==> src/rtl/core/ordlst_pkg.sv <==
// Shared types and constants for the indexed ordered list.
// Used by the controller, the datapath and the top level; depends on nothing.
package ordlst_pkg;

   localparam int CAPACITY = 64;
   localparam int IDX_W    = $clog2(CAPACITY);
   localparam int CNT_W    = $clog2(CAPACITY + 1);

   localparam int FUNC_W   = 3;
   localparam int POS_W    = 7;
   localparam int VALUE_W  = 32;
   localparam int STATUS_W = 2;
   localparam int COUNT_W  = 7;
   localparam int CMP_W    = (POS_W > CNT_W) ? POS_W : CNT_W;

   localparam logic [FUNC_W-1:0] FUNC_INSERT_AT   = 3'd0;
   localparam logic [FUNC_W-1:0] FUNC_INSERT_HEAD = 3'd1;
   localparam logic [FUNC_W-1:0] FUNC_INSERT_TAIL = 3'd2;
   localparam logic [FUNC_W-1:0] FUNC_REMOVE_AT   = 3'd3;
   localparam logic [FUNC_W-1:0] FUNC_REMOVE_HEAD = 3'd4;
   localparam logic [FUNC_W-1:0] FUNC_READ        = 3'd5;

   localparam logic [STATUS_W-1:0] STATUS_OK    = 2'd0;
   localparam logic [STATUS_W-1:0] STATUS_INDEX = 2'd1;
   localparam logic [STATUS_W-1:0] STATUS_FULL  = 2'd2;

   typedef enum logic [1:0] {
      OP_NONE   = 2'd0,
      OP_INSERT = 2'd1,
      OP_REMOVE = 2'd2,
      OP_READ   = 2'd3
   } op_type;

   typedef enum logic [4:0] {
      STATE_IDLE     = 5'b00001,
      STATE_DISPATCH = 5'b00010,
      STATE_SHIFT_WR = 5'b00100,
      STATE_PUT      = 5'b01000,
      STATE_DONE     = 5'b10000
   } state_type;

   typedef struct packed {
      logic load_req;
      logic mem_rd;
      logic shift_wr;
      logic value_wr;
      logic load_rsp;
   } cmd_type;

   typedef struct packed {
      logic   ok;
      op_type kind;
      logic   more;
      logic   rsp_free;
   } sts_type;

endpackage

==> src/rtl/core/ordlst_ram.sv <==
// Generic single-write, single-read RAM with registered read data.
// Stand-alone; no package needed.
module ordlst_ram #(
   parameter int WIDTH = 32,
   parameter int DEPTH = 64
) (
   input  logic                     clock,
   input  logic                     wr_en,
   input  logic [$clog2(DEPTH)-1:0] wr_addr,
   input  logic [WIDTH-1:0]         wr_data,
   input  logic                     rd_en,
   input  logic [$clog2(DEPTH)-1:0] rd_addr,
   output logic [WIDTH-1:0]         rd_data
);

   logic [WIDTH-1:0] mem_ff [DEPTH];
   logic [WIDTH-1:0] rd_data_ff;

   always_ff @(posedge clock) begin
      if (wr_en) begin
         mem_ff[wr_addr] <= wr_data;
      end
      if (rd_en) begin
         rd_data_ff <= mem_ff[rd_addr];
      end
   end

   assign rd_data = rd_data_ff;

endmodule

==> src/rtl/core/ordlst_ctrl.sv <==
// Sequencer for the indexed ordered list: accepts a request, walks the shift loop.
// Depends on ordlst_pkg; drives commands into ordlst_dpath.
module ordlst_ctrl (
   input  logic                 clock,
   input  logic                 reset,
   input  logic                 req_valid,
   output logic                 req_stall,
   input  ordlst_pkg::sts_type  sts,
   output ordlst_pkg::cmd_type  cmd
);
   import ordlst_pkg::*;

   state_type state_ff;
   state_type state_in;

   always_comb begin
      state_in = state_ff;
      cmd      = '0;
      case (state_ff)
         STATE_IDLE: begin
            if (req_valid) begin
               cmd.load_req = 1'b1;
               state_in     = STATE_DISPATCH;
            end
         end
         STATE_DISPATCH: begin
            if (!sts.ok) begin
               state_in = STATE_DONE;
            end else begin
               case (sts.kind)
                  OP_INSERT: begin
                     if (sts.more) begin
                        cmd.mem_rd = 1'b1;
                        state_in   = STATE_SHIFT_WR;
                     end else begin
                        state_in = STATE_PUT;
                     end
                  end
                  OP_REMOVE: begin
                     if (sts.more) begin
                        cmd.mem_rd = 1'b1;
                        state_in   = STATE_SHIFT_WR;
                     end else begin
                        state_in = STATE_DONE;
                     end
                  end
                  OP_READ: begin
                     cmd.mem_rd = 1'b1;
                     state_in   = STATE_DONE;
                  end
                  default: begin
                     state_in = STATE_DONE;
                  end
               endcase
            end
         end
         STATE_SHIFT_WR: begin
            cmd.shift_wr = 1'b1;
            state_in     = STATE_DISPATCH;
         end
         STATE_PUT: begin
            cmd.value_wr = 1'b1;
            state_in     = STATE_DONE;
         end
         STATE_DONE: begin
            if (sts.rsp_free) begin
               cmd.load_rsp = 1'b1;
               state_in     = STATE_IDLE;
            end
         end
         default: begin
            state_in = STATE_IDLE;
         end
      endcase
   end

   always_ff @(posedge clock) begin
      if (reset) begin
         state_ff <= STATE_IDLE;
      end else begin
         state_ff <= state_in;
      end
   end

   assign req_stall = (state_ff != STATE_IDLE);

endmodule

==> src/rtl/core/ordlst_dpath.sv <==
// Datapath for the indexed ordered list: request decode, count, shift pointer,
// element RAM and result register. Depends on ordlst_pkg and ordlst_ram.
module ordlst_dpath (
   input  logic                                   clock,
   input  logic                                   reset,
   input  ordlst_pkg::cmd_type                    cmd,
   output ordlst_pkg::sts_type                    sts,
   input  logic [ordlst_pkg::FUNC_W-1:0]          req_func,
   input  logic [ordlst_pkg::POS_W-1:0]           req_position,
   input  logic signed [ordlst_pkg::VALUE_W-1:0]  req_item_value,
   input  logic                                   rsp_stall,
   output logic                                   rsp_valid,
   output logic [ordlst_pkg::STATUS_W-1:0]        rsp_status,
   output logic signed [ordlst_pkg::VALUE_W-1:0]  rsp_read_value,
   output logic [ordlst_pkg::COUNT_W-1:0]         rsp_count
);
   import ordlst_pkg::*;

   logic [CNT_W-1:0]    count_ff;
   logic [CNT_W-1:0]    count_in;
   logic [CNT_W-1:0]    ptr_ff;
   logic [CNT_W-1:0]    ptr_in;
   logic [CNT_W-1:0]    idx_ff;
   op_type              kind_ff;
   logic [STATUS_W-1:0] status_ff;
   logic [VALUE_W-1:0]  value_ff;

   op_type              dec_kind;
   logic [CNT_W-1:0]    dec_idx;
   logic [STATUS_W-1:0] dec_status;
   logic                list_full;
   logic                list_empty;
   logic                pos_gt;
   logic                pos_ge;
   logic                shift_more;

   logic                   rsp_valid_ff;
   logic                   rsp_valid_in;
   logic [STATUS_W-1:0]    rsp_status_ff;
   logic [VALUE_W-1:0]     rsp_read_value_ff;
   logic [COUNT_W-1:0]     rsp_count_ff;

   logic               op_ok;
   logic               ram_wr_en;
   logic [IDX_W-1:0]   ram_wr_addr;
   logic [VALUE_W-1:0] ram_wr_data;
   logic [IDX_W-1:0]   ram_rd_addr;
   logic [VALUE_W-1:0] ram_rd_data;

   assign list_full  = (count_ff == CNT_W'(CAPACITY));
   assign list_empty = (count_ff == '0);
   assign pos_gt     = (CMP_W'(req_position) > CMP_W'(count_ff));
   assign pos_ge     = (CMP_W'(req_position) >= CMP_W'(count_ff));

   always_comb begin
      dec_kind   = OP_NONE;
      dec_idx    = CNT_W'(req_position);
      dec_status = STATUS_INDEX;
      case (req_func)
         FUNC_INSERT_AT: begin
            dec_kind   = OP_INSERT;
            dec_status = pos_gt ? STATUS_INDEX : (list_full ? STATUS_FULL : STATUS_OK);
         end
         FUNC_INSERT_HEAD: begin
            dec_kind   = OP_INSERT;
            dec_idx    = '0;
            dec_status = list_full ? STATUS_FULL : STATUS_OK;
         end
         FUNC_INSERT_TAIL: begin
            dec_kind   = OP_INSERT;
            dec_idx    = count_ff;
            dec_status = list_full ? STATUS_FULL : STATUS_OK;
         end
         FUNC_REMOVE_AT: begin
            dec_kind   = OP_REMOVE;
            dec_status = pos_ge ? STATUS_INDEX : STATUS_OK;
         end
         FUNC_REMOVE_HEAD: begin
            dec_kind   = OP_REMOVE;
            dec_idx    = '0;
            dec_status = list_empty ? STATUS_INDEX : STATUS_OK;
         end
         FUNC_READ: begin
            dec_kind   = OP_READ;
            dec_status = pos_ge ? STATUS_INDEX : STATUS_OK;
         end
         default: begin
            dec_kind   = OP_NONE;
            dec_status = STATUS_INDEX;
         end
      endcase
   end

   assign op_ok = (status_ff == STATUS_OK);

   always_comb begin
      ptr_in = ptr_ff;
      if (cmd.load_req) begin
         ptr_in = (dec_kind == OP_INSERT) ? count_ff : dec_idx;
      end else if (cmd.shift_wr) begin
         ptr_in = (kind_ff == OP_INSERT) ? (ptr_ff - CNT_W'(1)) : (ptr_ff + CNT_W'(1));
      end
   end

   always_comb begin
      count_in = count_ff;
      if (cmd.load_rsp && op_ok) begin
         case (kind_ff)
            OP_INSERT: count_in = count_ff + CNT_W'(1);
            OP_REMOVE: count_in = count_ff - CNT_W'(1);
            default:   count_in = count_ff;
         endcase
      end
   end

   always_ff @(posedge clock) begin
      if (reset) begin
         count_ff <= '0;
      end else begin
         count_ff <= count_in;
      end
   end

   always_ff @(posedge clock) begin
      ptr_ff <= ptr_in;
      if (cmd.load_req) begin
         kind_ff   <= dec_kind;
         idx_ff    <= dec_idx;
         status_ff <= dec_status;
         value_ff  <= req_item_value;
      end
   end

   always_comb begin
      case (kind_ff)
         OP_INSERT: shift_more = (ptr_ff > idx_ff);
         OP_REMOVE: shift_more = ((ptr_ff + CNT_W'(1)) < count_ff);
         default:   shift_more = 1'b0;
      endcase
   end

   always_comb begin
      case (kind_ff)
         OP_INSERT: ram_rd_addr = IDX_W'(ptr_ff - CNT_W'(1));
         OP_REMOVE: ram_rd_addr = IDX_W'(ptr_ff + CNT_W'(1));
         default:   ram_rd_addr = IDX_W'(idx_ff);
      endcase
   end

   assign ram_wr_en   = cmd.shift_wr | cmd.value_wr;
   assign ram_wr_addr = cmd.shift_wr ? IDX_W'(ptr_ff) : IDX_W'(idx_ff);
   assign ram_wr_data = cmd.shift_wr ? ram_rd_data : value_ff;

   ordlst_ram #(
      .WIDTH (VALUE_W),
      .DEPTH (CAPACITY)
   ) u_ram (
      .clock   (clock),
      .wr_en   (ram_wr_en),
      .wr_addr (ram_wr_addr),
      .wr_data (ram_wr_data),
      .rd_en   (cmd.mem_rd),
      .rd_addr (ram_rd_addr),
      .rd_data (ram_rd_data)
   );

   assign rsp_valid_in = cmd.load_rsp | (rsp_valid_ff & rsp_stall);

   always_ff @(posedge clock) begin
      if (reset) begin
         rsp_valid_ff <= 1'b0;
      end else begin
         rsp_valid_ff <= rsp_valid_in;
      end
   end

   always_ff @(posedge clock) begin
      if (cmd.load_rsp) begin
         rsp_status_ff     <= status_ff;
         rsp_read_value_ff <= ((kind_ff == OP_READ) && op_ok) ? ram_rd_data : '0;
         rsp_count_ff      <= COUNT_W'(count_in);
      end
   end

   assign sts.ok       = op_ok;
   assign sts.kind     = kind_ff;
   assign sts.more     = shift_more;
   assign sts.rsp_free = !rsp_valid_ff || !rsp_stall;

   assign rsp_valid      = rsp_valid_ff;
   assign rsp_status     = rsp_status_ff;
   assign rsp_read_value = $signed(rsp_read_value_ff);
   assign rsp_count      = rsp_count_ff;

`ifndef SYNTHESIS
   a_count_bound: assert property (@(posedge clock) disable iff (reset)
      count_ff <= CNT_W'(CAPACITY))
      else $error("element count beyond capacity");

   a_load_free: assert property (@(posedge clock) disable iff (reset)
      cmd.load_rsp |-> (!rsp_valid_ff || !rsp_stall))
      else $error("result loaded over an unaccepted beat");

   a_count_hold: assert property (@(posedge clock) disable iff (reset)
      !cmd.load_rsp |=> $stable(count_ff))
      else $error("count changed outside result load");

   a_write_ok: assert property (@(posedge clock) disable iff (reset)
      ram_wr_en |-> op_ok)
      else $error("element write on a failed request");
`endif

endmodule

==> src/rtl/core/indexed_ordered_list.sv <==
// Top level of the indexed ordered list: sequencer plus datapath.
// Depends on ordlst_pkg, ordlst_ctrl, ordlst_dpath and ordlst_ram.
//
//   channel | valid     | stall     | payload
//   req     | req_valid | req_stall | req_func, req_position, req_item_value
//   rsp     | rsp_valid | rsp_stall | rsp_status, rsp_read_value, rsp_count
//
// One request at a time. A read or failed request goes through dispatch, then done.
// An insert or remove passes dispatch and shift-write once per moved entry (insert adds a put),
// each moved entry costing a RAM read then a RAM write through the one element RAM.
// Reset clears the count, the control state and the result valid flag; the element RAM is not cleared.
// A result waits in the output register; the next request is taken meanwhile and
// its result is held back until that beat leaves.
module indexed_ordered_list (
   input  logic                                   clock,
   input  logic                                   reset,
   input  logic                                   req_valid,
   output logic                                   req_stall,
   input  logic [ordlst_pkg::FUNC_W-1:0]          req_func,
   input  logic [ordlst_pkg::POS_W-1:0]           req_position,
   input  logic signed [ordlst_pkg::VALUE_W-1:0]  req_item_value,
   output logic                                   rsp_valid,
   input  logic                                   rsp_stall,
   output logic [ordlst_pkg::STATUS_W-1:0]        rsp_status,
   output logic signed [ordlst_pkg::VALUE_W-1:0]  rsp_read_value,
   output logic [ordlst_pkg::COUNT_W-1:0]         rsp_count
);
   import ordlst_pkg::*;

   cmd_type cmd;
   sts_type sts;

   ordlst_ctrl u_ctrl (
      .clock     (clock),
      .reset     (reset),
      .req_valid (req_valid),
      .req_stall (req_stall),
      .sts       (sts),
      .cmd       (cmd)
   );

   ordlst_dpath u_dpath (
      .clock          (clock),
      .reset          (reset),
      .cmd            (cmd),
      .sts            (sts),
      .req_func       (req_func),
      .req_position   (req_position),
      .req_item_value (req_item_value),
      .rsp_stall      (rsp_stall),
      .rsp_valid      (rsp_valid),
      .rsp_status     (rsp_status),
      .rsp_read_value (rsp_read_value),
      .rsp_count      (rsp_count)
   );

endmodule

==> config.mk <==
export PLATFORM = sky130hd
export DESIGN_NAME = indexed_ordered_list
export DESIGN_NICKNAME = d
export VERILOG_FILES = /design/src/rtl/core/ordlst_pkg.sv /design/src/rtl/core/ordlst_ram.sv /design/src/rtl/core/ordlst_ctrl.sv /design/src/rtl/core/ordlst_dpath.sv /design/src/rtl/core/indexed_ordered_list.sv
export SDC_FILE = /design/constraint.sdc
export NUM_CORES = 2
export LEC_CHECK = 0
export BUFFER_PORTS_ARGS = -buffer_cell sky130_fd_sc_hd__buf_2
export CAP_MARGIN = 15
export CORE_ASPECT_RATIO = 0.5
export CORE_UTILIZATION = 63
export DETAILED_ROUTE_END_ITERATION = 8
export PLACE_DENSITY = 0.8
export SLEW_MARGIN = 25
export SYNTH_ARGS = -nofsm -noshare
export SYNTH_HDL_FRONTEND = slang
export SYNTH_HIERARCHICAL = 1
export SYNTH_SLANG_ARGS = --single-unit
==> constraint.sdc <==
create_clock -name clock -period 7.08 [get_ports clock]
set_clock_uncertainty 0.15 [all_clocks]
set_input_delay 1.416 -clock clock [delete_from_list [all_inputs] [get_ports clock]]
set_output_delay 1.416 -clock clock [all_outputs]
set_load 0.02 [all_outputs]
* After elaboration in Yosys (flattened, before gate mapping)
Memory sizes are Yosys's and may differ from the RTL's. A register that Yosys moved wholly into a read port is not among the register bits.
Index checks and enable logic that the tools add are counted.
** Operators by class
- Add/sub/neg operators :: 4
- $lt $le $gt $ge :: 4
- Eq/ne operators :: 18
- Muxes and demuxes :: 36
- Bitwise logic cells :: 3
- Reduce and logical (&&, ||, !) cells :: 16
** Operator list (number)
- 7-bit 2-to-1 mux :: 5
- 32-bit 2-to-1 mux :: 1
- 7-bit case mux with 2 select lines :: 2
- 5-bit case mux with 5 select lines :: 1
- 5-bit 2-to-1 mux :: 4
- 7-bit by 1-bit adder with 7-bit output, second input constant :: 2
- 7-bit greater-than comparator :: 2
- 7-bit by 1-bit subtractor with 7-bit output, second input constant :: 2
- 1-bit 2-to-1 mux :: 13
- 6-bit case mux with 2 select lines :: 1
- 5-bit case mux with 2 select lines :: 1
- 2-bit OR reduction :: 5
- 2-bit case mux with 4 select lines :: 1
- 7-bit == test, second input constant :: 1
- 7-bit greater-or-equal comparator :: 1
- 7-bit logical NOT :: 1
- 7-bit < comparator :: 1
- 3-bit by 2-bit == test with 1-bit output, second input constant :: 2
- 3-bit == test, second input constant :: 2
- 6-bit 2-to-1 mux :: 1
- 2-bit case mux with 3 select lines :: 1
- 5-bit by 1-bit == test with 1-bit output, second input constant :: 1
- 5-bit by 2-bit == test with 1-bit output, second input constant :: 1
- 5-bit by 3-bit == test with 1-bit output, second input constant :: 1
- other kinds (20) :: 28
** Word-level totals
- Register bits :: 104
- RAM bits :: 2048
- Output and inout bits :: 43
- Word-level logic and storage cells :: 93
- Memories kept :: 1
** Memories
- u_dpath.u_ram.mem_ff :: depth 64, bits a word 32, read ports 1, clocked after Yosys merged registers in 1, wr ports 1, RTL line ordlst_ram.sv:16 : logic [WIDTH-1:0] mem_ff [DEPTH];

* Depth between registers and ports, before layout
- Depth after elaboration :: 7
- Mapped depth :: 16
- Depth with buffers taken out :: 11

* Cells and area by module
Netlist, hierarchy kept.
** By module, submodules not included
- ordlst_ram :: instances 1, cells an instance 3324, area each 78835.6 sq um
- ordlst_dpath :: instances 1, cells an instance 444, area each 5342.6 sq um
- ordlst_ctrl :: instances 1, cells an instance 46, area each 401.6 sq um

* Worst setup path after synthesis
OpenSTA, ideal clock, no wires.
- Kind :: register to register
- Start :: reg u_ctrl.state_ff[0]
- End :: mem u_dpath.u_ram.mem_ff[48][0], enable pin
- Library setup time :: 0.461 ns
- Arrival :: 4.283 ns
- Required time :: 6.469 ns
- Setup slack :: 2.186 ns
- Cell stages (with the launch flop) :: 10
- Buffers on the path :: 3
- Period minus slack after synthesis :: 4.894 ns
- Cells stage by stage :: dfxtp_1 > clkbuf_1 > or2b_1 > nor4_1 > clkbuf_1 > clkbuf_1 > or2_2 > nor2b_1 > nand4b_1 > nor3_1
** RTL lines
- start, declared :: RTL line ordlst_ctrl.sv:13 : state_type state_ff;
- start signal, assigned :: RTL line ordlst_ctrl.sv:81 : state_ff <= state_in;
- end, declared :: RTL line ordlst_ram.sv:16

* Worst setup path after layout
- Start :: reg u_dpath.ptr_ff[0]
- End :: reg u_dpath.u_ram.rd_data_ff[9], in the netlist u_dpath/u_ram/rd_data[9] (read register of u_dpath.u_ram.mem_ff) (data pin)
** On the way
- Elaborated cells between the ends (all ways) :: 10
- Classes of those cells :: add/sub: 2; order compare: 2; mux: 6
** RTL lines
- start, declared :: RTL line ordlst_dpath.sv:21 : logic [CNT_W-1:0] ptr_ff;
- start signal, assigned :: RTL line ordlst_dpath.sv:125 : ptr_ff <= ptr_in;
- 7-bit by 1-bit adder with 7-bit output / 7-bit by 1-bit subtractor with 7-bit output (equally long branches)
- 6-bit case mux with 2 select lines * :: RTL line ordlst_dpath.sv:143 : case (kind_ff)
- named net u_dpath.ram_rd_addr[1] :: RTL line ordlst_dpath.sv:47 : logic [IDX_W-1:0] ram_rd_addr;
- end, declared :: RTL line ordlst_ram.sv:17 : logic [WIDTH-1:0] rd_data_ff;
Mark *: on every way through the listed nets, which the timed path passes. The rest lies on a longest branch.
A chain may end at the register's enable or synchronous reset.

==> impl_results.md <==
- Outcome: completed
- Crit Path Category: flop to flop
- Global-route wire length before repair: roughly 330000 um
- Total of max-cap violations: 0
- Clock share of power: 0.345
- Final critical-path setup slack: ~1.1 ns
- Worst r2r src: u_dpath/ptr_ff[0]
- XOR/XNOR Fraction of Synth Area: 0.00166
- Post-route ant nets: 0
- Final #Nets: 4092
- Synth Area in Compound Gates: 0.0225
- Final Hold Vio Count: 0
- Clk slew on worst S/H paths: 0.07 ns
- Critical path launch point: u_dpath/ptr_ff[0]
- GP Congestion: 0.859
- Hold depth: 0
- Slew of the pin with the lowest slew margin: 1.36 ns
- Core area: between 100000 and 150000 um2
- Main combinational cell family by area after synthesis: multiplexers
- GR Overflow Total: 0
- # resized after CTS: 0
- Num CTS Buffers: around 180
- Placed instance area: about 88000 um2
- Vias post-DR: 45700
- Cell count after synthesis: between 3000 and 4000
- WP data arrival: between 6 and 7 ns
- HPWL after detailed placement: 125000 um
- Final Max Tran Viols: 0
- RSZ-0062 raised after global routing: no
- Combinational cell fraction of total power: 0.153
- Synth unique cells: 80
- Sequential cell area: between 60000 and 70000 um2
- Layout Utilization: 0.710
- Sw Ratio: 0.265
- Reg2reg setup slack: around 1.1 ns
- Switch Pwr: 0.00761 W
- Adder-Cell Fraction of Synth Area: 0.00527
- Leak: 29.2 nW
- Vias in the first global route: roughly 44000
- Via density: about 7.7
- Post-Route WL: ~250000 um
- Mapped cell area: 84600 um2
- Hold buffers post-CTS: 0
- Minimum clock period: 6.02 ns
- Number of synthesized flops with an enable pin: approximately 2200
- IO Port Bufs: 88
- Reg2reg end: u_dpath/u_ram/rd_data[9]
- Synth async-reset ratio: 0
- Hold crit path type: flop to flop
- Initial antenna violation count: 9
- Tcrit/Tclk final: 0.851
- Root Buffer: clkbuf_16
- Simple-gate share of the synthesized area: 0.0220
- Ys flop type: edfxtp_1
- Total internal power: 0.0211 W
- Worst slew margin: 0.0928
- Area Growth Syn to Fin: 11.0%
- Setup violations, final: 0
- Worst Hold Path EP: u_dpath/rsp_status[0]
- Pre-Repair DR Iteration Count: 8
- CTS H-tree depth: 4
- Final Cell Area: about 94000 um2
- Layout fillers: 7005
- Most frequent cells in the layout: 2171 x edfxtp_1, 544 x mux4_2, 178 x clkbuf_16
- Largest net degree at the start of global routing: ~130
- Multi-input gate area: approximately 19000 um2
- Worst vdd ir: approximately 0.00027 V
- TritonCTS clock tree: done
- Maximum buffer depth of the clock tree: 3
- Synth Register Bits: approximately 2200
- Pwr dens: 306 nW/um2
- Post-place setup slack: ~1.5 ns
- Crit path max fanout: 53
- Worst-case reg-to-reg path depth: 10
- Die height: around 260 um
- Routed WL per cell: about 42 um
- Seq/Total Area, Yosys: 0.774
- Register share of total power: 0.502
- Std cell rows: 94
- Overall routing resource usage: 0.353
- Hold_sp: u_dpath/status_ff[0]
- Post-synthesis mux area share: 0.161
- CP required: about 7.4 ns
- DR iter-0 viols: between 9000 and 10000
- Mapped Avg Cell Area: about 22 um2
- DRC: 0
- Most common cell after layout, fill and taps aside: edfxtp_1
- Fmax achieved: approximately 170 MHz
- Worst Setup Start Kind: flop
- Initial Util: 0.639
- Worst Setup End Kind: flop
- I/O pin cnt: between 80 and 90
- CTS Sinks: roughly 2200
- Fin Setup TNS: 0 ns
- Yosys warning count: 6
- Setup bufs post-CTS: 0
- Share of layout cells above drive strength 1: 0.277
- Die W: approximately 520 um
- Die ar.: around 140000 um2
- Worst skew pair latency: 0.86 ns
- Post-synthesis net count: slightly below 4000
synth_stat cells, types with 5 or more instances:
cell type  count  area (um2)
or3_1          8        50.1
o21ai_0       17        85.1
buf_2         60         300
mux4_2       544       12300
nor2b_1       22         138
nand3_1       14        70.1
nor3_1        12        60.1
xor2_1         9        78.8
o22ai_1       86         538
buf_6          7        78.8
clkbuf_1      92         345
ha_1          34         425
buf_4         28         210
dfxtp_1       13         260
nor2_1       162         608
xnor2_1        7        61.3
o221ai_1      27         236
a22oi_1       15         113
inv_1         27         101
edfxtp_1    2171       65200
a21o_1         5        37.5
and3_1        39         244
o32ai_1        5        43.8
nand3b_1       8        60.1
mux2_2        35         394
nand2_1       53         199
nand4_1        5        31.3
nand2b_1      13        81.3
mux2i_1       98         981
buf_1         22        82.6
a21oi_1       79         395
a31oi_1        5        31.3
a311oi_1       9        78.8
how the worst max path moves through the flow:
stage,end,cells after the start,slack [ns]
6_report,u_dpath/u_ram/rd_data[9],10,1.06
5_1_grt,u_dpath/u_ram/rd_data[9],10,1.20
4_1_cts,u_dpath/u_ram/rd_data[9],10,1.37
3_5_place_dp,u_dpath/u_ram/rd_data[9],10,1.51
3_3_place_gp,u_dpath/u_ram/rd_data[1],9,1.22
2_1_floorplan,u_dpath/u_ram/mem_ff[48][0],9,2.19
final cells by class:
| type | instances | area share |
|---|---|---|
| multi-input cells | 1393 | 0.199 |
| repair buffers | 226 | 0.0194 |
| diodes | 5 | 0.000133 |
| well taps | 1776 | 0.0237 |
| clock buffers | 215 | 0.0492 |
| flip-flops and latches | 2184 | 0.697 |
| clock inverters | 110 | 0.00994 |
| inverters | 28 | 0.00112 |
flip-flops by register name (all words and copies together), names as in the netlist:
register	count
u_dpath/u_ram/rd_data	32
u_dpath/rsp_status	2
u_dpath/rsp_read_value	32
u_dpath/kind_ff	2
u_dpath/rsp_count	7
u_dpath/idx_ff	7
u_dpath/value_ff	32
u_ctrl/state_ff	5
u_dpath/ptr_ff	7
u_dpath/count_ff	7
u_dpath/rsp_valid	1
u_dpath/status_ff	2
u_dpath/u_ram/mem_ff	2048
power groups by stage:
| stage | clock network, W | registers (W) | logic [W] |
|---|---|---|---|
| after global routing | 0.0103 | 0.0144 | 0.00446 |
| after global placement | 0 | 0.0147 | 0.00394 |
| after floorplan | 0 | 0.0147 | 0.00269 |
| after detailed placement | 0 | 0.0147 | 0.00406 |
| final | 0.00989 | 0.0144 | 0.00440 |
| after CTS | 0.00981 | 0.0144 | 0.00418 |
worst max-delay path: stages, from the launching register on:
cell and delay, ns:
edfxtp_1 0.62, inv_1 0.18, ha_1 0.39, mux2i_1 0.17, o21ai_4 0.83, buf_12 0.36
buf_4 0.73, mux4_2 0.46, mux4_2 0.53, o22ai_1 0.95, nor2_1 0.19
cell families (layout without fill, tap and decap cells):
group / Yosys count / after routing
buffers and inverters: 237 / 579
multiplexers: 679 / 679
flip-flops: 2184 / 2184
XOR/XNOR: 16 / 16
AND/OR/NAND/NOR: 374 / 374
AO/OA/AOI/OAI: 289 / 289
adder cells (fa/ha/maj): 35 / 35
other: 0 / 5
through the flow:
step                      cells  hold slack [ns]  total power [W]
final                      5937            0.370           0.0287
after global placement     5595            0.342           0.0186
after detailed placement   5600            0.359           0.0187
after global routing       5932            0.381           0.0292
after CTS                  5925            0.374           0.0284
after floorplan            3814            0.298           0.0173
layer usage:
metal | track usage | share of wire | vias up
li1 | - | - | 16500
met1 | 0.475 | 0.31 | 23200
met2 | 0.550 | 0.47 | 5140
met3 | 0.105 | 0.16 | 877
met4 | 0.146 | 0.055 | 6
met5 | 0 | 0.00016 | -
(Power assumes the default switching activity.)
